## config.mk

```make
export PLATFORM = sky130hd
export DESIGN_NAME = biou_queue
export DESIGN_NICKNAME = d
export VERILOG_FILES = /design/src/hw/rtl/biou_pkg.sv /design/src/hw/rtl/biou_queue.sv
export SDC_FILE = /design/constraint.sdc
export NUM_CORES = 1
export LEC_CHECK = 0
export BUFFER_PORTS_ARGS = -buffer_cell sky130_fd_sc_hd__buf_4
export CAP_MARGIN = 20
export CORE_UTILIZATION = 50
export DETAILED_ROUTE_END_ITERATION = 16
export GPL_TIMING_DRIVEN = 0
export PLACE_DENSITY = 0.76
export SLEW_MARGIN = 20
export SYNTH_ARGS = -nofsm -noshare
export SYNTH_HDL_FRONTEND = slang
export SYNTH_SLANG_ARGS = --single-unit
export TNS_END_PERCENT = 30
```

## constraint.sdc

```tcl
create_clock -name i_clk -period 2.6 [get_ports i_clk]
set_input_delay 0.13 -clock i_clk [delete_from_list [all_inputs] [get_ports i_clk]]
set_output_delay 0.13 -clock i_clk [all_outputs]
set_load 0.02 [all_outputs]
```

## src/hw/rtl/biou_pkg.sv

```systemverilog
package biou_pkg;

    localparam int COORD_BITS_DEF    = 16;
    localparam int FRACTION_BITS_DEF = 16;

    // front pipeline depth, from accepted beat to queue push
    localparam int FRONT_STAGES = 4;
    localparam int QUEUE_DEPTH  = 8;
    // start-to-strobe latency: front, queue push and pop, one stage per quotient bit
    localparam int LATENCY_EXTRA = FRONT_STAGES + 2;

    typedef struct packed {
        logic empty;
        logic almost_full;
    } t_queue_status;

endpackage

```

## src/hw/rtl/biou_queue.sv

```systemverilog
module biou_queue #(
    parameter int WIDTH = 8,
    parameter int DEPTH = biou_pkg::QUEUE_DEPTH,
    parameter int AFULL = biou_pkg::QUEUE_DEPTH - biou_pkg::FRONT_STAGES
) (
    input  logic                    i_clk,
    input  logic                    i_rst_n,
    input  logic                    i_push,
    input  logic [WIDTH-1:0]        i_data,
    input  logic                    i_pop,
    output logic [WIDTH-1:0]        o_data,
    output biou_pkg::t_queue_status o_status
);
    import biou_pkg::*;

    localparam int PW = (DEPTH > 1) ? $clog2(DEPTH) : 1;
    localparam int NW = $clog2(DEPTH + 1);

    logic [WIDTH-1:0] r_mem [DEPTH];
    logic [PW-1:0]    r_wr, r_rd;
    logic [NW-1:0]    r_count;
    logic             n_push, n_pop;

    assign n_push = i_push && (r_count != NW'(DEPTH));
    assign n_pop  = i_pop && (r_count != '0);

    always_ff @(posedge i_clk) begin
        if (!i_rst_n) begin
            r_wr    <= '0;
            r_rd    <= '0;
            r_count <= '0;
        end else begin
            if (n_push) begin
                r_wr <= (r_wr == PW'(DEPTH - 1)) ? '0 : r_wr + 1'b1;
            end
            if (n_pop) begin
                r_rd <= (r_rd == PW'(DEPTH - 1)) ? '0 : r_rd + 1'b1;
            end
            if (n_push && !n_pop) begin
                r_count <= r_count + 1'b1;
            end else if (n_pop && !n_push) begin
                r_count <= r_count - 1'b1;
            end
        end
    end

    always_ff @(posedge i_clk) begin
        if (n_push) begin
            r_mem[r_wr] <= i_data;
        end
    end

    assign o_data               = r_mem[r_rd];
    assign o_status.empty       = (r_count == '0);
    assign o_status.almost_full = (r_count >= NW'(AFULL));

endmodule

```

* After elaboration in Yosys (flattened, before gate mapping)
Memory sizes are Yosys's and may differ from the RTL's. A register that Yosys moved wholly into a read port is not among the register bits. Cells that the tools add are included.
Storage, ports and cells: bits in writable memories 64, output and inout bits 10, word-level logic and storage cells 29, flip-flop bits (word level) 10, input bits 12, memories kept 1
Operators by class: add/subtract/negate cells 4, eq/ne operators 3, reductions and logical operators 9, order comparisons 1, multiplexer cells 8
Memories:
- r_mem | depth 8, bits a word 8, rd ports 1, clocked after memory_dff 1, write ports 1, RTL line biou_queue.sv:19 | logic [WIDTH-1:0] r_mem [DEPTH];
Operator list (count):
- $mux W3 | 4
- $mux W4 | 2
- $add A3 B1 Y3 const B | 2
- $eq A3 B3 Y1 const B | 2
- $add A4 B1 Y4 const B | 1
- $ge A4 B3 Y1 const B | 1
- $logic_and A1 B1 Y1 | 4
- $logic_not A4 Y1 | 1
- $ne A4 B4 Y1 const B | 1
- $reduce_bool A4 Y1 | 1
- $sub A4 B1 Y4 const B | 1
- $logic_not A1 Y1 | 2
- $mux W1 | 2
- $reduce_bool A2 Y1 | 1

* Depth between registers and ports, before layout
word-level depth 6, mapped depth 10, mapped depth without buffers 10

* Worst setup path after synthesis
No wires, ideal clock.
path type reg2reg, start register r_count[0], end register r_count[3], data arrival time 2281 ps, slack 247 ps, clock period less this slack 2353 ps, path buffers 0, library setup time 72 ps, cell stages (with the launch flop) 10, data required time 2528 ps, cells stage by stage dfxtp_1 -> o41ai_4 -> inv_1 -> ha_1 -> inv_1 -> ha_1 -> a21oi_1 -> a211oi_1 -> a31oi_1 -> mux2i_1
On the way: word-level cells in the longest chain between the ends 5, elaborated cells between the ends (all ways) 13, those cells by class 2 x add/sub; 1 x eq/ne; 2 x mux; 8 x reduce/logical
Ends and longest elaborated chain:
- start, declared | RTL line biou_queue.sv:21 | logic [NW-1:0] r_count;
- start signal, assigned | RTL line biou_queue.sv:40 | r_count <= r_count + 1'b1;
- start signal, assigned | RTL line biou_queue.sv:42 | r_count <= r_count - 1'b1;
- $ne A4 B4 Y1 * | RTL line biou_queue.sv:24 | assign n_push = i_push && (r_count != NW'(DEPTH));
- $logic_and A1 B1 Y1 * | RTL line biou_queue.sv:24
- named net n_push | RTL line biou_queue.sv:22 | logic n_push, n_pop;
- $logic_not A1 Y1 | RTL line biou_queue.sv:41 | end else if (n_pop && !n_push) begin
- $logic_and A1 B1 Y1 | RTL line biou_queue.sv:41
- $reduce_bool A2 Y1 (no line)
Mark *: on every way through the listed nets, which the timed path passes. The rest lies on a longest branch. The select of a mux whose other input is x is not followed. A chain may end at the register's enable or synchronous reset.

* Final worst setup path
start register r_count[3], end register r_count[3]
The elaborated chain is that of the path after synthesis.

==> out/results.ini <==
[global_route]
grt_overflow=0
antenna_found_initial=0
grt_pass1_wl_mm=8.35
grt_usage=0.189
first_global_vias=1640
grt_max_degree=13

[critical_path]
critPathBufInv=3
worstPathArrival_ns=2.74
crit_path_top_delay_cell=o41ai_4
crit_type=flop to flop
cp.required_ns=2.87
reg2reg_depth=10
crit_family=compound AO/OA/AOI/OAI gates
cp_slowest_stage_delay_ns=0.39
critPathCaptureType=flop
cp-start-kind=flop
cp_max_fo=4
timing.rr.start=r_count[3]$_SDFFE_PN0P_
r2r-end=r_count[3]$_SDFFE_PN0P_
r2r_slack_ns=0.13
cp_cell_sequence=inv_1, o41ai_4, inv_2, ha_1, inv_1, ha_1, a21oi_2, a211oi_1, a31oi_1, mux2i_1

[timing]
maxSlewHeadroom=0.399
tightest_slew_ns=0.899
max_freq_mhz=405
clock_skew_ns=0.0120
fin_crit_sh=0.949
fin_crit_ns=2.47
final-setup-viol-count=0
finalWorstSetupSlack_ns=0.133
finalMaxSlewViolations=0
hold_viol_final=0

[finish]
area_delta_synth_final_pct=16.0
drive_above_1_share=0.295
nets=225
layout_common_cells=edfxtp_1, buf_4, mux4_1
n_antenna_cell=0
layout_commonest_cell=edfxtp_1
fin_area_sq_mm=0.00369

[clock_tree]
clock_latency_ns=0.34
cts_made_buffers=9
cts_tree=done
cts_sinks=77
cts-root-buf=clkbuf_8
h-tree-depth=3
path_clk_slew_ns=0.07
cts.path.max_buffers=2

[route]
vias_per_cell=5.65
routedWlPerCell_um=18.8
vias=1609
drtPass1Iterations=4
wl_mm=5.37
antenna_left=0
drt_iter0_markers=140
drc=0

[pwr]
ir_drop_mv=0.842
leakagePower_nw=1.30
power.density_mw_per_mm2=916

[placement]
dp_hpwl_mm=3.53
port_buffers=21
placed_area_sq_mm=0.00346
place_ws_ns=-0.207
gp_congestion=0.707

[die]
start_util=0.528
ios=22
std_cell_rows=28
dieArea_sq_mm=0.00668
die_x_um=81.7
core_area_sq_mm=0.00603
die_h_um=81.7

[yosys]
syn_area_sq_mm=0.00318
synth_cells=167
ys_ff_latch=77
mappedNetlistNets=187
synthDistinctLibCells=31
avgSynthCellArea_sq_um=19.0
yosysSeqAreaShare=0.686
ys_warn_count=0

[run_status]
status=finished, final reports clean

[worst_hold_path]
whs_path_depth=1
hold_path_startpoint=i_data[4]
min_to=r_mem[3][4]$_DFFE_PP_
hold_class=input port to flop

[run]
max-cap-violations=0

through the flow:
stage / utilization / hold WS [ns] / total power [W] / TNS [ns] / cells
after global routing: 0.612 / 0.00187 / 0.00355 / -0.0894 / 285
after floorplan: - / 0.229 / 0.00226 / 0 / 167
after CTS: 0.608 / 0.000946 / 0.00336 / 0 / 283
after global placement: 0.569 / 0.351 / 0.00249 / -0.407 / 263
after detailed placement: 0.575 / 0.365 / 0.00257 / -0.207 / 264
final: 0.612 / 0.0189 / 0.00338 / 0 / 285
flip-flops by register name, indices dropped and copies added (netlist names), named ones only:
signal	count
r_mem	64
r_wr	3
r_count	4
r_rd	3
Yosys cell counts:
cell | n | share of area
a21oi_1 | 2 | 0.0031
mux4_2 | 1 | 0.0071
mux4_1 | 15 | 0.12
inv_1 | 3 | 0.0035
a31oi_1 | 1 | 0.0020
nor4_1 | 1 | 0.0020
edfxtp_1 | 64 | 0.60
nand2b_1 | 2 | 0.0039
clkbuf_1 | 3 | 0.0035
mux2_2 | 8 | 0.028
buf_6 | 1 | 0.0035
o41ai_4 | 2 | 0.017
nand2_1 | 10 | 0.012
o21ai_0 | 1 | 0.0016
nor2_1 | 4 | 0.0047
a211oi_1 | 1 | 0.0024
and2_1 | 2 | 0.0039
nor3_1 | 6 | 0.0094
or3_1 | 1 | 0.0020
buf_1 | 1 | 0.0012
nand3_1 | 1 | 0.0016
dfxtp_1 | 13 | 0.082
xnor2_1 | 2 | 0.0055
nor2b_1 | 4 | 0.0079
mux2i_1 | 4 | 0.013
a21boi_0 | 3 | 0.0071
ha_1 | 7 | 0.028
fa_1 | 1 | 0.0063
buf_12 | 1 | 0.0063
or2_2 | 1 | 0.0020
buf_2 | 1 | 0.0016
worst max-delay path by stage:
stage                             from                      end  slack (ns)  depth (start not counted)
4_1_cts        r_count[0]$_SDFFE_PN0P_  r_count[3]$_SDFFE_PN0P_        0.11                          8
3_3_place_gp   r_count[0]$_SDFFE_PN0P_    r_mem[0][1]$_DFFE_PP_       -0.05                          2
3_5_place_dp   r_count[0]$_SDFFE_PN0P_  r_count[3]$_SDFFE_PN0P_       -0.21                          9
6_report       r_count[3]$_SDFFE_PN0P_  r_count[3]$_SDFFE_PN0P_        0.13                         10
5_1_grt        r_count[3]$_SDFFE_PN0P_  r_count[3]$_SDFFE_PN0P_       -0.09                         10
2_1_floorplan  r_count[0]$_SDFFE_PN0P_  r_count[3]$_SDFFE_PN0P_        0.25                          9
metal layers:
layer | part of all wire | GRT usage
met1 | 0.42 | 0.220
met3 | 0.039 | 0.0578
met4 | 0.022 | 0.107
met5 | 0 | 0
met2 | 0.51 | 0.311
logic make-up after synthesis:
| logic type | share of synthesized area |
|---|---|
| buf+inv | 0.0197 |
| simple gates | 0.0492 |
| xor+xnor | 0.00551 |
| compound gates | 0.0335 |
| fa+ha+maj | 0.0338 |
| flops | 0.686 |
| mux | 0.172 |
report_power, final:
group | switching, W | internal (W)
Clock | 0.000409 | 0.000395
Sequential | 0.000110 | 0.00144
Combinational | 0.000506 | 0.000513
final cells by class:
type                            instances  area [sq um]
Clock buffer                           12           155
Multi-Input combinational cell         80           965
Inverter                                3          11.3
Clock inverter                          4          21.3
Buffer                                  7          51.3
Tap cell                               75          93.8
Fill cell                             441          2340
Sequential cell                        77          2180
Timing Repair Buffer                   27           208
what timing repair did:
item / 4_1_cts / 5_1_grt
setup buffers: 1 / 1
hold buffers: 2 / 1
resized for setup: 0 / 3
endpoints found under the setup margin: 1 / 1
pin swaps: 1 / 1
hold endpoints to repair: 13 / 2
(Power assumes the default switching activity.)
