File: src/hw/rtl/biou_pkg.sv
package biou_pkg;

    localparam int COORD_BITS_DEF    = 16;
    localparam int FRACTION_BITS_DEF = 16;

    // front pipeline depth, from accepted beat to queue push
    localparam int FRONT_STAGES = 4;
    localparam int QUEUE_DEPTH  = 8;
    // start-to-strobe latency: front, queue push and pop, one stage per quotient bit
    localparam int LATENCY_EXTRA = FRONT_STAGES + 2;

    typedef struct packed {
        logic empty;
        logic almost_full;
    } t_queue_status;

endpackage

File: src/hw/rtl/biou_front.sv
module biou_front #(
    parameter int COORD_BITS = biou_pkg::COORD_BITS_DEF
) (
    input  logic                      i_clk,
    input  logic                      i_rst_n,
    input  logic                      i_valid,
    input  logic [COORD_BITS-1:0]     i_first_left,
    input  logic [COORD_BITS-1:0]     i_first_top,
    input  logic [COORD_BITS-2:0]     i_first_width,
    input  logic [COORD_BITS-2:0]     i_first_height,
    input  logic [COORD_BITS-1:0]     i_second_left,
    input  logic [COORD_BITS-1:0]     i_second_top,
    input  logic [COORD_BITS-2:0]     i_second_width,
    input  logic [COORD_BITS-2:0]     i_second_height,
    output logic                      o_valid,
    output logic [2*COORD_BITS-3:0]   o_inter,
    output logic [2*COORD_BITS-2:0]   o_union,
    output logic                      o_empty
);
    import biou_pkg::*;

    localparam int CW = COORD_BITS + 1;   // edge coordinate width
    localparam int SW = COORD_BITS - 1;   // size width
    localparam int AW = 2 * COORD_BITS - 2;
    localparam int UW = 2 * COORD_BITS - 1;

    // stage A: overlap bounds
    logic                 r_va;
    logic signed [CW-1:0] r_lft, r_rgt, r_top, r_bot;
    logic [SW-1:0]        r_aw, r_ah, r_bw, r_bh;
    logic signed [CW-1:0] n_ax, n_ay, n_bx, n_by, n_ar, n_ab, n_br, n_bb;

    always_comb begin
        n_ax = $signed({i_first_left[COORD_BITS-1], i_first_left});
        n_ay = $signed({i_first_top[COORD_BITS-1], i_first_top});
        n_bx = $signed({i_second_left[COORD_BITS-1], i_second_left});
        n_by = $signed({i_second_top[COORD_BITS-1], i_second_top});
        n_ar = n_ax + $signed({2'b00, i_first_width});
        n_ab = n_ay + $signed({2'b00, i_first_height});
        n_br = n_bx + $signed({2'b00, i_second_width});
        n_bb = n_by + $signed({2'b00, i_second_height});
    end

    always_ff @(posedge i_clk) begin
        if (!i_rst_n) begin
            r_va <= 1'b0;
        end else begin
            r_va <= i_valid;
        end
        r_lft <= (n_ax > n_bx) ? n_ax : n_bx;
        r_top <= (n_ay > n_by) ? n_ay : n_by;
        r_rgt <= (n_ar < n_br) ? n_ar : n_br;
        r_bot <= (n_ab < n_bb) ? n_ab : n_bb;
        r_aw  <= i_first_width;
        r_ah  <= i_first_height;
        r_bw  <= i_second_width;
        r_bh  <= i_second_height;
    end

    // stage B: overlap extents, box areas
    logic                 r_vb;
    logic [SW-1:0]        r_iw, r_ih;
    logic [AW-1:0]        r_a1, r_a2;
    logic                 n_disj;
    logic signed [CW-1:0] n_dw, n_dh;

    always_comb begin
        n_disj = (r_top > r_bot) || (r_rgt < r_lft);
        n_dw   = r_rgt - r_lft;
        n_dh   = r_bot - r_top;
    end

    always_ff @(posedge i_clk) begin
        if (!i_rst_n) begin
            r_vb <= 1'b0;
        end else begin
            r_vb <= r_va;
        end
        // extent never exceeds the smaller size when the boxes meet
        r_iw <= n_disj ? '0 : n_dw[SW-1:0];
        r_ih <= n_disj ? '0 : n_dh[SW-1:0];
        r_a1 <= r_aw * r_ah;
        r_a2 <= r_bw * r_bh;
    end

    // stage C: overlap area, area sum
    logic          r_vc;
    logic [AW-1:0] r_inter_c;
    logic [UW-1:0] r_sum;

    always_ff @(posedge i_clk) begin
        if (!i_rst_n) begin
            r_vc <= 1'b0;
        end else begin
            r_vc <= r_vb;
        end
        r_inter_c <= r_iw * r_ih;
        r_sum     <= {1'b0, r_a1} + {1'b0, r_a2};
    end

    // stage D: union area
    logic          r_vd;
    logic [AW-1:0] r_inter_d;
    logic [UW-1:0] r_union;
    logic          r_empty;
    logic [UW-1:0] n_union;

    assign n_union = r_sum - {1'b0, r_inter_c};

    always_ff @(posedge i_clk) begin
        if (!i_rst_n) begin
            r_vd <= 1'b0;
        end else begin
            r_vd <= r_vc;
        end
        r_inter_d <= r_inter_c;
        r_union   <= n_union;
        r_empty   <= (n_union == '0);
    end

    assign o_valid = r_vd;
    assign o_inter = r_inter_d;
    assign o_union = r_union;
    assign o_empty = r_empty;

endmodule

File: config.mk
export PLATFORM = sky130hd
export DESIGN_NAME = biou_front
export DESIGN_NICKNAME = d
export VERILOG_FILES = /design/src/hw/rtl/biou_pkg.sv /design/src/hw/rtl/biou_front.sv
export SDC_FILE = /design/constraint.sdc
export NUM_CORES = 2
export LEC_CHECK = 0
export BUFFER_PORTS_ARGS = -buffer_cell sky130_fd_sc_hd__buf_2
export CAP_MARGIN = 30
export CORE_MARGIN = 2
export CORE_UTILIZATION = 45
export CTS_BUF_LIST = sky130_fd_sc_hd__clkbuf_8 sky130_fd_sc_hd__clkbuf_16
export CTS_CLUSTER_DIAMETER = 80
export CTS_CLUSTER_SIZE = 30
export DETAILED_ROUTE_END_ITERATION = 12
export PLACE_DENSITY_LB_ADDON = 0.1
export SYNTH_ARGS = -nofsm -noshare
export SYNTH_HDL_FRONTEND = slang
export SYNTH_SLANG_ARGS = --single-unit
File: constraint.sdc
create_clock -name i_clk -period 14.5 [get_ports i_clk]
set_input_delay 0 -clock i_clk [delete_from_list [all_inputs] [get_ports i_clk]]
set_output_delay 0 -clock i_clk [all_outputs]
set_load 0.03 [all_outputs]
### After elaboration in Yosys (flattened, before gate mapping)

Index checks and enable logic that the tools add are counted.

* bits in registers: 345
* bits of input ports: 127
* output and inout port bits: 63

* add/subtract/negate cells: 8
* multipliers: 3
* $lt $le $gt $ge: 6
* multiplexer cells: 4
* reduce and logical (&&, ||, !) cells: 2

Operators by type and width (number)
* $mul A15 B15 Y30: 3
* $add A16 B16 Y17: 4
* $mux W17: 4
* $lt A17 B17 Y1: 3
* $gt A16 B16 Y1: 2
* $add A30 B30 Y31: 1
* $logic_not A31 Y1: 1
* $sub A31 B30 Y31: 1
* $sub A15 B15 Y15: 2
* $gt A17 B17 Y1: 1
* $logic_or A1 B1 Y1: 1

### Logic depth before layout (Yosys ltp)

* word-level depth: 3
* depth in mapped cells: 26
* depth with buffers taken out: 25

### Worst setup path after synthesis

No wires, ideal clock.

* path kind: register to register
* start: reg r_aw[7]
* end: reg r_a1[27]
* arrival time: 6264 ps
* data required time: 14428 ps
* setup slack: 8164 ps
* cell stages (with the launch flop): 26
* path buffers: 1
* clock period less this slack: 6336 ps
* cell sequence: dfxtp_1 -> clkbuf_1 -> and2_1 -> fa_1 -> inv_1 -> fa_1 -> inv_1 -> fa_1 -> inv_1 -> fa_1 -> inv_1 -> fa_1 -> inv_1 -> fa_1 -> inv_1 -> ha_1 -> a2111oi_0 -> o21a_1 -> nor4_1 -> o31a_1 -> o41a_1 -> a221oi_1 -> a21oi_1 -> o21a_1 -> nor2_1 -> xnor2_1

* longest elaborated chain between the ends: 1

Ends and longest elaborated chain
* start: declaration: line biou_front.sv:30 `logic [SW-1:0] r_aw, r_ah, r_bw, r_bh;`
* start signal: assignment: line biou_front.sv:54 `r_aw <= i_first_width;`
* $mul A15 B15 Y30: line biou_front.sv:82 `r_a1 <= r_aw * r_ah;`
* end signal: assignment: line biou_front.sv:82
* end: declaration: line biou_front.sv:63 `logic [AW-1:0] r_a1, r_a2;`

No other way between the ends.
A chain may end at the register's enable or synchronous reset.

### Worst setup path in the final report

* start: reg r_aw[10]
* end: reg r_a1[27]

Same word-level chain as after synthesis.

==> results.toml <==
[critical_path]
worstPathRequired_ps = 15020
critPathKind = "reg -> reg"
arrival_ps = 7490
path_max_fanout = 15
cpPeakStageDelay_ps = 530
cp-endpoint = "r_a1[27]$_DFF_P_"
crit_start = "r_aw[10]$_DFF_P_"
reg2reg_slack_ps = 7530
crit_path_end_kind = "register"
timing.rr.start = "r_aw[10]$_DFF_P_"
cpMaxStageDelayCell = "fa_1"
r2r_end = "r_a1[27]$_DFF_P_"
r2r_cells = 24
crit_chain = "and2_1, fa_1, inv_1, fa_1, inv_1, fa_1, inv_1, fa_1, inv_1, fa_1, inv_1, fa_1, inv_1, ha_1, a2111oi_0, o21a_1, nor4_1, o31a_1, o41a_1, a221oi_1, a21oi_1, o21a_1, nor2_1, xnor2_1"
start_kind = "register"

[place]
place_area_sq_um = 40500
gp_congestion = 0.903
hpwl_microns = 86800
place.port_buffers = 189

[sta]
grt_setup_unrepaired = "no"
finalHoldViolCount = 0
worst_pin_slew_ps = 901
slew_headroom = 0.392
period_share = 0.481
setup_viol = 0
fin_tns_setup_ps = 0
max_clock_freq_mhz = 143
period_minus_slack_ps = 6970
fin_worst_skew_ps = 35.0
slew_viol_final = 0

[synth]
syn-cell-area_sq_um = 38500
ys_seq_area_frac = 0.178
synth_cell_types = 72
synth-async-reset-ratio = 0
synth_nets = 5329
synth_edf_count = 0
synth_area_per_cell_sq_um = 9.21
synth-seq-cells = 343
synthCells = 4179
yosysWarnings = 0
ys.flop_type = "dfxtp_1"

[clock_network]
cts_tree = "done"
post_cts_buffers = 0
cts_hold_buf = 137
cts_root_buf = "clkbuf_16"
clkTransAtPathRegs_ps = 100
clockBufferDepth = 3
cts_resized = 0
cts_buffers = 26
clk_latency_ps = 620
clkSinkCount = 343
htreeDepth = 1

[routing]
viasPerCell = 5.04
drt_wl_total_microns = 104000
via_count = 28200
drc = 0
ant_nets = 0
drt-pass1-iter-count = 6
routedWlPerCell_microns = 18.6
drt-initial-drc-count = 1377

[final_layout]
final_nets = 5587
final_area_sq_um = 43000
area.growth.synth_to_final_pct = 11.7
drive_gt1_frac = 0.0705
final_common_cell = "inv_1"
fill_cells = 8167
layout_common_cells = "inv_1 (797), ha_1 (514), fa_1 (509), and2_1 (407), nand2_1 (355)"

[power_and_ir_drop]
peakVddDrop_v = 0.000247
power_leakage_nw = 21.9
powerDensity_nw_per_um2 = 219

[die]
die_y_microns = 296
pin_count = 190
coreArea_sq_um = 84900
fp-row-count = 107
start_util = 0.453
die_area_sq_um = 87800
fp.dieW_microns = 296

[flow_run]
cap_violations = 0

[outcome]
status = "finished, final reports clean"

[global_routing]
gr-usage-all-layers = 0.245
grt_max_degree = 31
grt_pass1_wl_microns = 166000
grt_pass1_vias = 29500
antenna_found_initial = 10
grt.overflow.total = 0

[hold_path]
hp-class = "in -> reg"
layer usage:
metal,GRT usage,share of wire,up-vias,wire (microns)
met5,0,0.00021,-,22
met4,0.0790,0.037,4,3830
met3,0.0241,0.045,142,4650
met2,0.405,0.45,606,46800
met1,0.338,0.47,13700,48800
li1,-,-,13700,-
critical path: cells and delay by family, from the launching register on:
family | cells | cell delay (ps)
XOR/XNOR | 1 | 130
adder cells (fa/ha/maj) | 7 | 3370
AND/OR/NAND/NOR | 3 | 420
buffers and inverters | 6 | 320
flip-flops | 1 | 480
AO/OA/AOI/OAI | 7 | 2170
layout make-up:
type,count,area (sq um),share of cell area
clock buffer,26,651,0.0151
clock inverter,22,408,0.00949
timing repair buffer,335,2380,0.0555
multi-input combinational,2934,28200,0.657
sequential,343,6870,0.160
tap,1144,1430,0.0333
antenna,4,10.0,0.000233
inverter,797,2990,0.0696
worst min-delay path by stage:
stage | startpoint | end | slack [ps] | depth (start not counted)
after floorplan | i_first_height[0] | r_ah[0]$_DFF_P_ | 30 | 0
after global placement | i_second_height[9] | r_bh[9]$_DFF_P_ | 130 | 1
after detailed placement | i_second_height[9] | r_bh[9]$_DFF_P_ | 130 | 1
after CTS | i_second_height[9] | r_bh[9]$_DFF_P_ | 8 | 2
after global routing | i_second_height[4] | r_bh[4]$_DFF_P_ | 30 | 2
final | i_second_height[7] | r_bh[7]$_DFF_P_ | 50 | 2
state kept, by name (all words and copies together), names as in the netlist, 15 cells and up:
signal     count
o_union       31
r_sum         31
o_inter       30
r_a1          30
r_a2          30
r_inter_c     30
r_bot         17
r_rgt         17
r_lft         16
r_top         16
r_ah          15
r_aw          15
r_bh          15
r_bw          15
r_ih          15
r_iw          15
synthesized netlist by cell type, types with 27 or more instances:
master,instances,area (sq um)
o21a_1,27,203
dfxtp_1,343,6870
a21oi_1,170,851
clkbuf_1,104,390
fa_1,509,10200
a21o_1,89,668
xnor2_1,142,1240
ha_1,514,6430
nand2b_1,29,181
and2_1,407,2550
inv_1,797,2990
nor2b_1,27,169
o21ai_0,91,455
o21bai_1,32,240
nor3_1,47,235
mux2_2,44,495
xor2_1,56,490
nand3_1,35,175
nor2_1,127,477
nand2_1,355,1330
power breakdown:
| group | switching (mW) | total [mW] | leakage [nW] | internal [mW] |
|---|---|---|---|---|
| Combinational | 4.12 | 6.91 | 18.5 | 2.79 |
| Clock | 0.469 | 0.855 | 0.502 | 0.386 |
| Sequential | 0.294 | 1.64 | 2.87 | 1.34 |
| Total | 4.88 | 9.40 | 21.9 | 4.52 |
metrics by stage:
stage	hold WS, ps	total power [mW]	std cells	setup slack [ps]	utilization
floorplan	27.7	6.41	4179	8160	-
global placement	132	8.56	5416	7690	0.477
finish	52.8	9.40	5605	7530	0.506
CTS	8.22	9.53	5601	7560	0.506
detailed placement	134	8.58	5416	7610	0.477
global route	33.0	10.4	5603	7170	0.506
cells by family (layout without fill, tap and decap cells):
kind of cell | Yosys count | count (layout) | share of synthesized area
AND/OR/NAND/NOR | 1109 | 1109 | 0.148
XOR/XNOR | 199 | 199 | 0.0455
multiplexers | 53 | 53 | 0.0152
flip-flops | 343 | 343 | 0.178
adder cells (fa/ha/maj) | 1023 | 1023 | 0.432
other | 0 | 4 | 0
AO/OA/AOI/OAI | 550 | 550 | 0.0928
buffers and inverters | 902 | 1180 | 0.0880
Power figures use the tool's default switching activity.
