==> src/hw/rtl/biou_pkg.sv <==
package biou_pkg;

    localparam int COORD_BITS_DEF    = 16;
    localparam int FRACTION_BITS_DEF = 16;

    // front pipeline depth, from accepted beat to queue push
    localparam int FRONT_STAGES = 4;
    localparam int QUEUE_DEPTH  = 8;
    // start-to-strobe latency: front, queue push and pop, one stage per quotient bit
    localparam int LATENCY_EXTRA = FRONT_STAGES + 2;

    typedef struct packed {
        logic empty;
        logic almost_full;
    } t_queue_status;

endpackage

==> src/hw/rtl/biou_div.sv <==
module biou_div #(
    parameter int COORD_BITS    = biou_pkg::COORD_BITS_DEF,
    parameter int FRACTION_BITS = biou_pkg::FRACTION_BITS_DEF
) (
    input  logic                     i_clk,
    input  logic                     i_rst_n,
    input  logic                     i_valid,
    input  logic [2*COORD_BITS-3:0]  i_inter,
    input  logic [2*COORD_BITS-2:0]  i_union,
    input  logic                     i_empty,
    output logic                     o_valid,
    output logic [FRACTION_BITS:0]   o_ratio,
    output logic [2*COORD_BITS-3:0]  o_inter,
    output logic [2*COORD_BITS-2:0]  o_union,
    output logic                     o_empty
);
    import biou_pkg::*;

    localparam int AW = 2 * COORD_BITS - 2;
    localparam int UW = 2 * COORD_BITS - 1;
    localparam int RW = 2 * COORD_BITS;
    localparam int QW = FRACTION_BITS + 1;
    localparam int NS = FRACTION_BITS + 1;

    // one restoring step per quotient bit, MSB first
    logic          r_v     [1:NS];
    logic [RW-1:0] r_rem   [1:NS];
    logic [QW-1:0] r_q     [1:NS];
    logic [UW-1:0] r_d     [1:NS];
    logic [AW-1:0] r_inter [1:NS];
    logic          r_empty [1:NS];

    for (genvar k = 0; k < NS; k++) begin : g_step
        logic          v_in, e_in, ge;
        logic [RW-1:0] trial, n_rem;
        logic [QW-1:0] q_in, n_q;
        logic [UW-1:0] d_in;
        logic [AW-1:0] a_in;

        if (k == 0) begin : g_first
            assign v_in  = i_valid;
            assign e_in  = i_empty;
            assign q_in  = '0;
            assign d_in  = i_union;
            assign a_in  = i_inter;
            assign trial = {2'b00, i_inter};
        end else begin : g_next
            assign v_in  = r_v[k];
            assign e_in  = r_empty[k];
            assign q_in  = r_q[k];
            assign d_in  = r_d[k];
            assign a_in  = r_inter[k];
            assign trial = {r_rem[k][RW-2:0], 1'b0};
        end

        always_comb begin
            ge    = (trial >= {1'b0, d_in});
            n_rem = ge ? (trial - {1'b0, d_in}) : trial;
            n_q   = q_in;
            n_q[FRACTION_BITS-k] = ge;
        end

        always_ff @(posedge i_clk) begin
            if (!i_rst_n) begin
                r_v[k+1] <= 1'b0;
            end else begin
                r_v[k+1] <= v_in;
            end
            r_rem[k+1]   <= n_rem;
            r_q[k+1]     <= n_q;
            r_d[k+1]     <= d_in;
            r_inter[k+1] <= a_in;
            r_empty[k+1] <= e_in;
        end
    end

    // zero divisor would give all ones; force zero
    assign o_valid = r_v[NS];
    assign o_ratio = r_empty[NS] ? '0 : r_q[NS];
    assign o_inter = r_inter[NS];
    assign o_union = r_d[NS];
    assign o_empty = r_empty[NS];

endmodule

==> config.mk <==
export PLATFORM = sky130hd
export DESIGN_NAME = biou_div
export DESIGN_NICKNAME = d
export VERILOG_FILES = /design/src/hw/rtl/biou_pkg.sv /design/src/hw/rtl/biou_div.sv
export SDC_FILE = /design/constraint.sdc
export NUM_CORES = 2
export LEC_CHECK = 0
export BUFFER_PORTS_ARGS = -buffer_cell sky130_fd_sc_hd__buf_4
export CAP_MARGIN = 15
export CORE_UTILIZATION = 35
export CTS_BUF_LIST = sky130_fd_sc_hd__clkbuf_8
export DETAILED_ROUTE_END_ITERATION = 6
export PLACE_DENSITY = 0.51
export SETUP_SLACK_MARGIN = 0.02
export SLEW_MARGIN = 20
export SYNTH_ARGS = -nofsm -noshare
export SYNTH_HDL_FRONTEND = slang
export SYNTH_SLANG_ARGS = --single-unit
==> constraint.sdc <==
create_clock -name i_clk -period 4 [get_ports i_clk]
set_clock_uncertainty 0.15 [all_clocks]
set_input_delay 0.6 -clock i_clk [delete_from_list [all_inputs] [get_ports i_clk]]
set_output_delay 0.6 -clock i_clk [all_outputs]
set_load 0.05 [all_outputs]
* Yosys cells after proc, flatten, opt, wreduce, memory -nomap -nowiden
Memories as Yosys holds them, arrays and structs flattened. Index checks and enable logic that the tools add are counted.
Cells by class: $lt $le $gt $ge 17, shift operators 0, equal/unequal tests 0, reduce and logical (&&, ||, !) cells 0, multiplexer cells 37, $add $sub $neg 17, div/mod/pow operators 0, $mul 0, bitwise operators 17
Operators by type and width (number):
- 32-bit 2-to-1 mux | 17
- 32-bit by 31-bit >= comparator with 1-bit output | 16
- 32-bit by 31-bit subtractor with 32-bit output | 16
- 30-bit by 31-bit subtractor with 32-bit output | 1
- 30-bit by 31-bit >= comparator with 1-bit output | 1
- 1-bit 2-to-1 mux | 19
- 17-bit 2-to-1 mux | 1
- 1-bit bitwise OR | 17
Word-level totals: bits in writable memories 1904, memories 6, bits of input ports 65, bits in latches 0, output and inout bits 80, word-level logic and storage cells 94, bits in read-only memories 0, register bits after elaboration 0
Memories:
- r_rem | words 17, width 32, rd ports 16, clocked after memory_dff 0, wr ports 17, RTL line biou_div.sv:27 | logic [RW-1:0] r_rem [1:NS];
- r_d | words 17, width 31, rd ports 17, clocked after memory_dff 0, wr ports 17, RTL line biou_div.sv:29 | logic [UW-1:0] r_d [1:NS];
- r_inter | words 17, width 30, rd ports 17, clocked after memory_dff 0, wr ports 17, RTL line biou_div.sv:30 | logic [AW-1:0] r_inter [1:NS];
- r_q | words 17, width 17, rd ports 17, clocked after memory_dff 0, wr ports 17, RTL line biou_div.sv:28 | logic [QW-1:0] r_q [1:NS];
- r_empty | words 17, width 1, rd ports 17, clocked after memory_dff 0, wr ports 17, RTL line biou_div.sv:31 | logic r_empty [1:NS];
- r_v | words 17, width 1, rd ports 17, clocked after memory_dff 0, wr ports 17, RTL line biou_div.sv:26 | logic r_v [1:NS];

* Depth between registers and ports, before layout
An unclocked memory read counts as a cell.
depth in word-level cells 3, gate-level depth with buffers 15, depth with buffers taken out 13

* Least setup slack after synthesis
No wires, ideal clock.
kind input-to-reg, from input port i_inter[0], to register, netlist name r_rem[0][50], path buffers 0, stages 13, library setup time 123 ps, path slack 552 ps, data arrival time 3175 ps, data required time 3727 ps, cells stage by stage inv_1 -> ha_1 -> fa_1 -> nor2b_1 -> o2111ai_1 -> nor4b_2 -> o41ai_2 -> a2111oi_2 -> nor2_1 -> a21oi_1 -> o21bai_1 -> xor2_1 -> mux2_1
RTL lines:
- from (decl) | RTL line biou_div.sv:8 | input logic [2*COORD_BITS-3:0] i_inter,

==> results.md <==
• **count of port buffers added during placement** 144
• **Chip Width** 441 um
• **layer with the highest usage** met2
• **height of the chip** 441 um
• **TritonCTS clock tree** yes
• **growth of design area from synthesis to finish** 16.7%
• **gp weighted congestion** 0.902
• **peak clock frequency supported by timing** 0.265 GHz
• **run status** finished, final reports clean
• **final worst path period need** 3.77 ns
• **portion of the post-synthesis area used by sequential elements** 51.1%
• **unrepaired setup endpoints after global routing** no
• **layout cells sized above 1** 12.7%
• **Worst Hold Margin** 0.117 ns
• **number of global-route vias before repair** 47100
• **count of clock tree sinks** 1720
• **Sw Share** 36.1%
• **endpoint arrival time on the critical path** 4.47 ns
• **final routed DRC violation total** 0
• **Worst Path Max Fanout** 48
• **prevailing post-synth register cell** sky130_fd_sc_hd__dfxtp_1
• **layout net count** 7714
• **# rows** 160
• **mean post-synth cell area** 10.1 um^2
• **total half-perimeter wirelength after legalization and detailed placement** 116 mm
• **detailed-route vias per instance** 4.74
• **Gate power share** 42.9%
• **Clock transition at path regs** 0.06 ns
• **number of optimization iterations in the first detailed-route pass** 5
• **Rel. slew slack** 31.7%
• **maximum VDD drop** 0.000332 V
• **clock network fraction of total power** 23.0%
• **global route total overflow** 0
• **met1 layer usage reported by global route** 17.4%
• **cell-internal power** 43700 uW
• **TritonCTS buffer count** 302
• **worst min-delay path category** input port to register
• **endpoints failing hold** 0
• **CTS Buffer Depth** 4
• **number of enable-type register cells in the synthesized netlist** 0
• **ratio of final minimum period to clock period** 94.2%
• **distinct cell type count after synthesis** 94
• **Worst EP required** 4.70 ns
• **ys async rst share** 0%
• **measured slew at the worst slew-check pin** 0.999 ns
• **post-detailed-route wirelength per cell** 15.4 um
• **max-capacitance violation count** 0
• **setup violation total in the final timing report** 0
• **number of antenna-violating nets in the routed design** 0
• **# H-tree levels** 5
• **Post-Route WL** 151 mm
• **Die Outline Area** 194000 um^2
• **met2 Resource Use GR** 27.8%
• **setup TNS after final layout** 0 ns
• **wire length of the first global-routing pass** 241 mm
• **floorplan core area** 191000 um^2
• **FF+latch count, synth** 1720
• **max-slew violations** 0
• **vias post-DR** 46500
• **synthesized netlist net count** 7260
• **kind of end point of the critical path** register
• **clock latency on the worst-skew pair** 1.00 ns
• **cell chosen for the clock root** sky130_fd_sc_hd__clkbuf_8
• **grt met3 use** 2.81%
• **fill cell total of the finished layout** 18500
• **yosys warns** 0
• **Syn Inst Count** 6654
• **class of the most critical setup path** register to register
• **Startpoint Class** register
• **Initial Utilization** 35.3%
• **number of antenna violations at the first check in global routing** 10
• **number of DRC markers after the initial detailed-route iteration** 2067
• **register share of total power** 34.0%
• **total net switching power** 24700 uW
• **Pwr Density** 871 nW/um^2
• **pin count of the biggest net entering global routing** 49
• **total routing usage reported by global routing** 15.4%
• **number of top-level design ports** 145
• **post-synth design cell area** 67400 um^2
• **P_leak** 0.0361 uW
[power by group through the flow]
stage / Clock, uW / Sequential [uW] / Combinational (uW)
2_1_floorplan: 0 / 22800 / 22600
3_3_place_gp: 0 / 23800 / 28900
3_5_place_dp: 0 / 23700 / 29200
4_1_cts: 16400 / 23400 / 29500
5_1_grt: 17300 / 23700 / 32800
6_report: 15800 / 23300 / 29400
[cells in the mapped netlist (9+ instances only)]
cell type	number	area [um^2]
sky130_fd_sc_hd__fa_1	16	320
sky130_fd_sc_hd__xor2_1	181	1590
sky130_fd_sc_hd__a31o_2	13	114
sky130_fd_sc_hd__dfxtp_1	1720	34400
sky130_fd_sc_hd__mux2i_1	10	100
sky130_fd_sc_hd__clkbuf_1	104	390
sky130_fd_sc_hd__nor4_1	12	75.1
sky130_fd_sc_hd__o21bai_1	59	443
sky130_fd_sc_hd__nand2_1	409	1540
sky130_fd_sc_hd__mux2_1	9	101
sky130_fd_sc_hd__and3_1	42	263
sky130_fd_sc_hd__nor3_1	57	285
sky130_fd_sc_hd__buf_2	38	190
sky130_fd_sc_hd__a21boi_0	9	67.6
sky130_fd_sc_hd__o21a_1	61	458
sky130_fd_sc_hd__nand4_1	69	432
sky130_fd_sc_hd__a21o_1	249	1870
sky130_fd_sc_hd__a211o_1	12	105
sky130_fd_sc_hd__or3_1	24	150
sky130_fd_sc_hd__a211oi_1	40	300
sky130_fd_sc_hd__o31a_1	12	105
sky130_fd_sc_hd__o2111ai_1	11	96.3
sky130_fd_sc_hd__o211ai_1	29	218
sky130_fd_sc_hd__a21oi_1	499	2500
sky130_fd_sc_hd__a311oi_1	12	105
sky130_fd_sc_hd__o21ai_0	340	1700
sky130_fd_sc_hd__and2_1	44	275
sky130_fd_sc_hd__mux2_2	178	2000
sky130_fd_sc_hd__nor2_1	344	1290
sky130_fd_sc_hd__or2_2	13	81.3
sky130_fd_sc_hd__mux2_4	32	480
sky130_fd_sc_hd__a221oi_1	18	158
sky130_fd_sc_hd__nand2b_1	56	350
sky130_fd_sc_hd__nand3b_1	11	82.6
sky130_fd_sc_hd__nand3_1	88	440
sky130_fd_sc_hd__a31oi_1	59	369
sky130_fd_sc_hd__xnor2_1	247	2160
sky130_fd_sc_hd__ha_1	525	6570
sky130_fd_sc_hd__and4_1	11	96.3
sky130_fd_sc_hd__o31ai_1	39	293
sky130_fd_sc_hd__inv_1	638	2390
sky130_fd_sc_hd__o21ai_1	75	375
sky130_fd_sc_hd__nor2b_1	94	588
[final timing paths]
| check | start | end | slack [ns] | cells past startpoint |
|---|---|---|---|---|
| min reg2reg | r_q[0][67] | r_q[0][84] | 0.14 | 0 |
| max reg2reg | r_d[0][248] | r_rem[2][61] | 0.23 | 11 |
| min | i_inter[3] | r_inter[0][33] | 0.12 | 2 |
| max | r_d[0][248] | r_rem[2][61] | 0.23 | 11 |
[through the flow]
| stage | util (%) | worst slack, ns | instance area (um^2) | power (uW) | cells |
|---|---|---|---|---|---|
| global placement | 37.7 | 0.105 | 71800 | 52700 | 9237 |
| detailed placement | 37.7 | 0.0719 | 71800 | 52900 | 9237 |
| finish | 41.2 | 0.230 | 78600 | 68400 | 9819 |
| CTS | 41.2 | 0.0246 | 78500 | 69300 | 9813 |
| floorplan | - | 0.552 | 67400 | 45400 | 6654 |
| global route | 41.2 | 0.0279 | 78600 | 73700 | 9819 |
[cells in the final DEF, fill, tap and decap left out, drive strengths merged, types with 13 or more instances in the layout]
cell type / count
a211o: 13
a211oi: 42
a21o: 249
a21oi: 503
a221oi: 19
a311oi: 15
a31o: 13
a31oi: 59
and2: 45
and3: 42
buf: 225
clkbuf: 373
clkinv: 27
dfxtp: 1720
dlygate4sd3: 77
fa: 16
ha: 525
inv: 717
mux2: 219
nand2: 409
nand2b: 56
nand3: 89
nand4: 69
nor2: 344
nor2b: 94
nor3: 58
o211ai: 29
o21a: 61
o21ai: 416
o21bai: 59
o31ai: 41
or2: 13
or3: 24
xnor2: 247
xor2: 181
[flip-flops by register name, summed over array words and instances (netlist names)]
| name | flops |
|---|---|
| r_inter | 510 |
| r_v | 17 |
| r_rem | 496 |
| r_empty | 17 |
| r_d | 527 |
| r_q | 153 |
[cell type report]
cell class	instances	area, um^2	share of cell area, %
flip-flops and latches	1720	34400	43.8
multi-input cells	4142	30000	38.2
clock buffers	373	5130	6.53
well taps	2511	3140	4.00
repair buffers	302	2640	3.35
inverters	640	2400	3.06
clock inverters	126	837	1.07
diodes	5	12.5	0.0159
[cells by family (layout without fill, tap and decap cells)]
family	count (synthesis)	in the layout	synth area share (%)
flip-flops	1720	1720	51.1
XOR/XNOR	428	428	5.56
multiplexers	229	229	3.99
AO/OA/AOI/OAI	1638	1638	15.3
adder cells (fa/ha/maj)	541	541	10.2
buffers and inverters	792	1441	4.56
other	0	5	0
AND/OR/NAND/NOR	1306	1306	9.24
[critical path, stage by stage (launching register included)]
cell                        delay, ns
sky130_fd_sc_hd__dfxtp_1         0.34
sky130_fd_sc_hd__inv_1           0.09
sky130_fd_sc_hd__fa_1            0.44
sky130_fd_sc_hd__a21oi_1         0.31
sky130_fd_sc_hd__o21ai_1         0.14
sky130_fd_sc_hd__a2111oi_2       0.40
sky130_fd_sc_hd__nor3_1          0.16
sky130_fd_sc_hd__a211o_1         0.31
sky130_fd_sc_hd__o311ai_2        0.50
sky130_fd_sc_hd__nand3_2         0.21
sky130_fd_sc_hd__buf_12          0.24
sky130_fd_sc_hd__mux2_4          0.31
[repair_timing]
action                     CTS  global route
gates resized for setup      0             6
hold buffers                77             0
buffers inserted             0             1
setup endpoints to repair    0            77
hold endpoints to repair   110             0
[routing by layer]
| metal | share of wire, % | vias up |
|---|---|---|
| li1 | - | 23800 |
| met1 | 42 | 21400 |
| met2 | 50 | 902 |
| met3 | 3.7 | 375 |
| met4 | 4.0 | 0 |
| met5 | 0 | - |
Note: power is estimated with default switching activity, not from simulation.
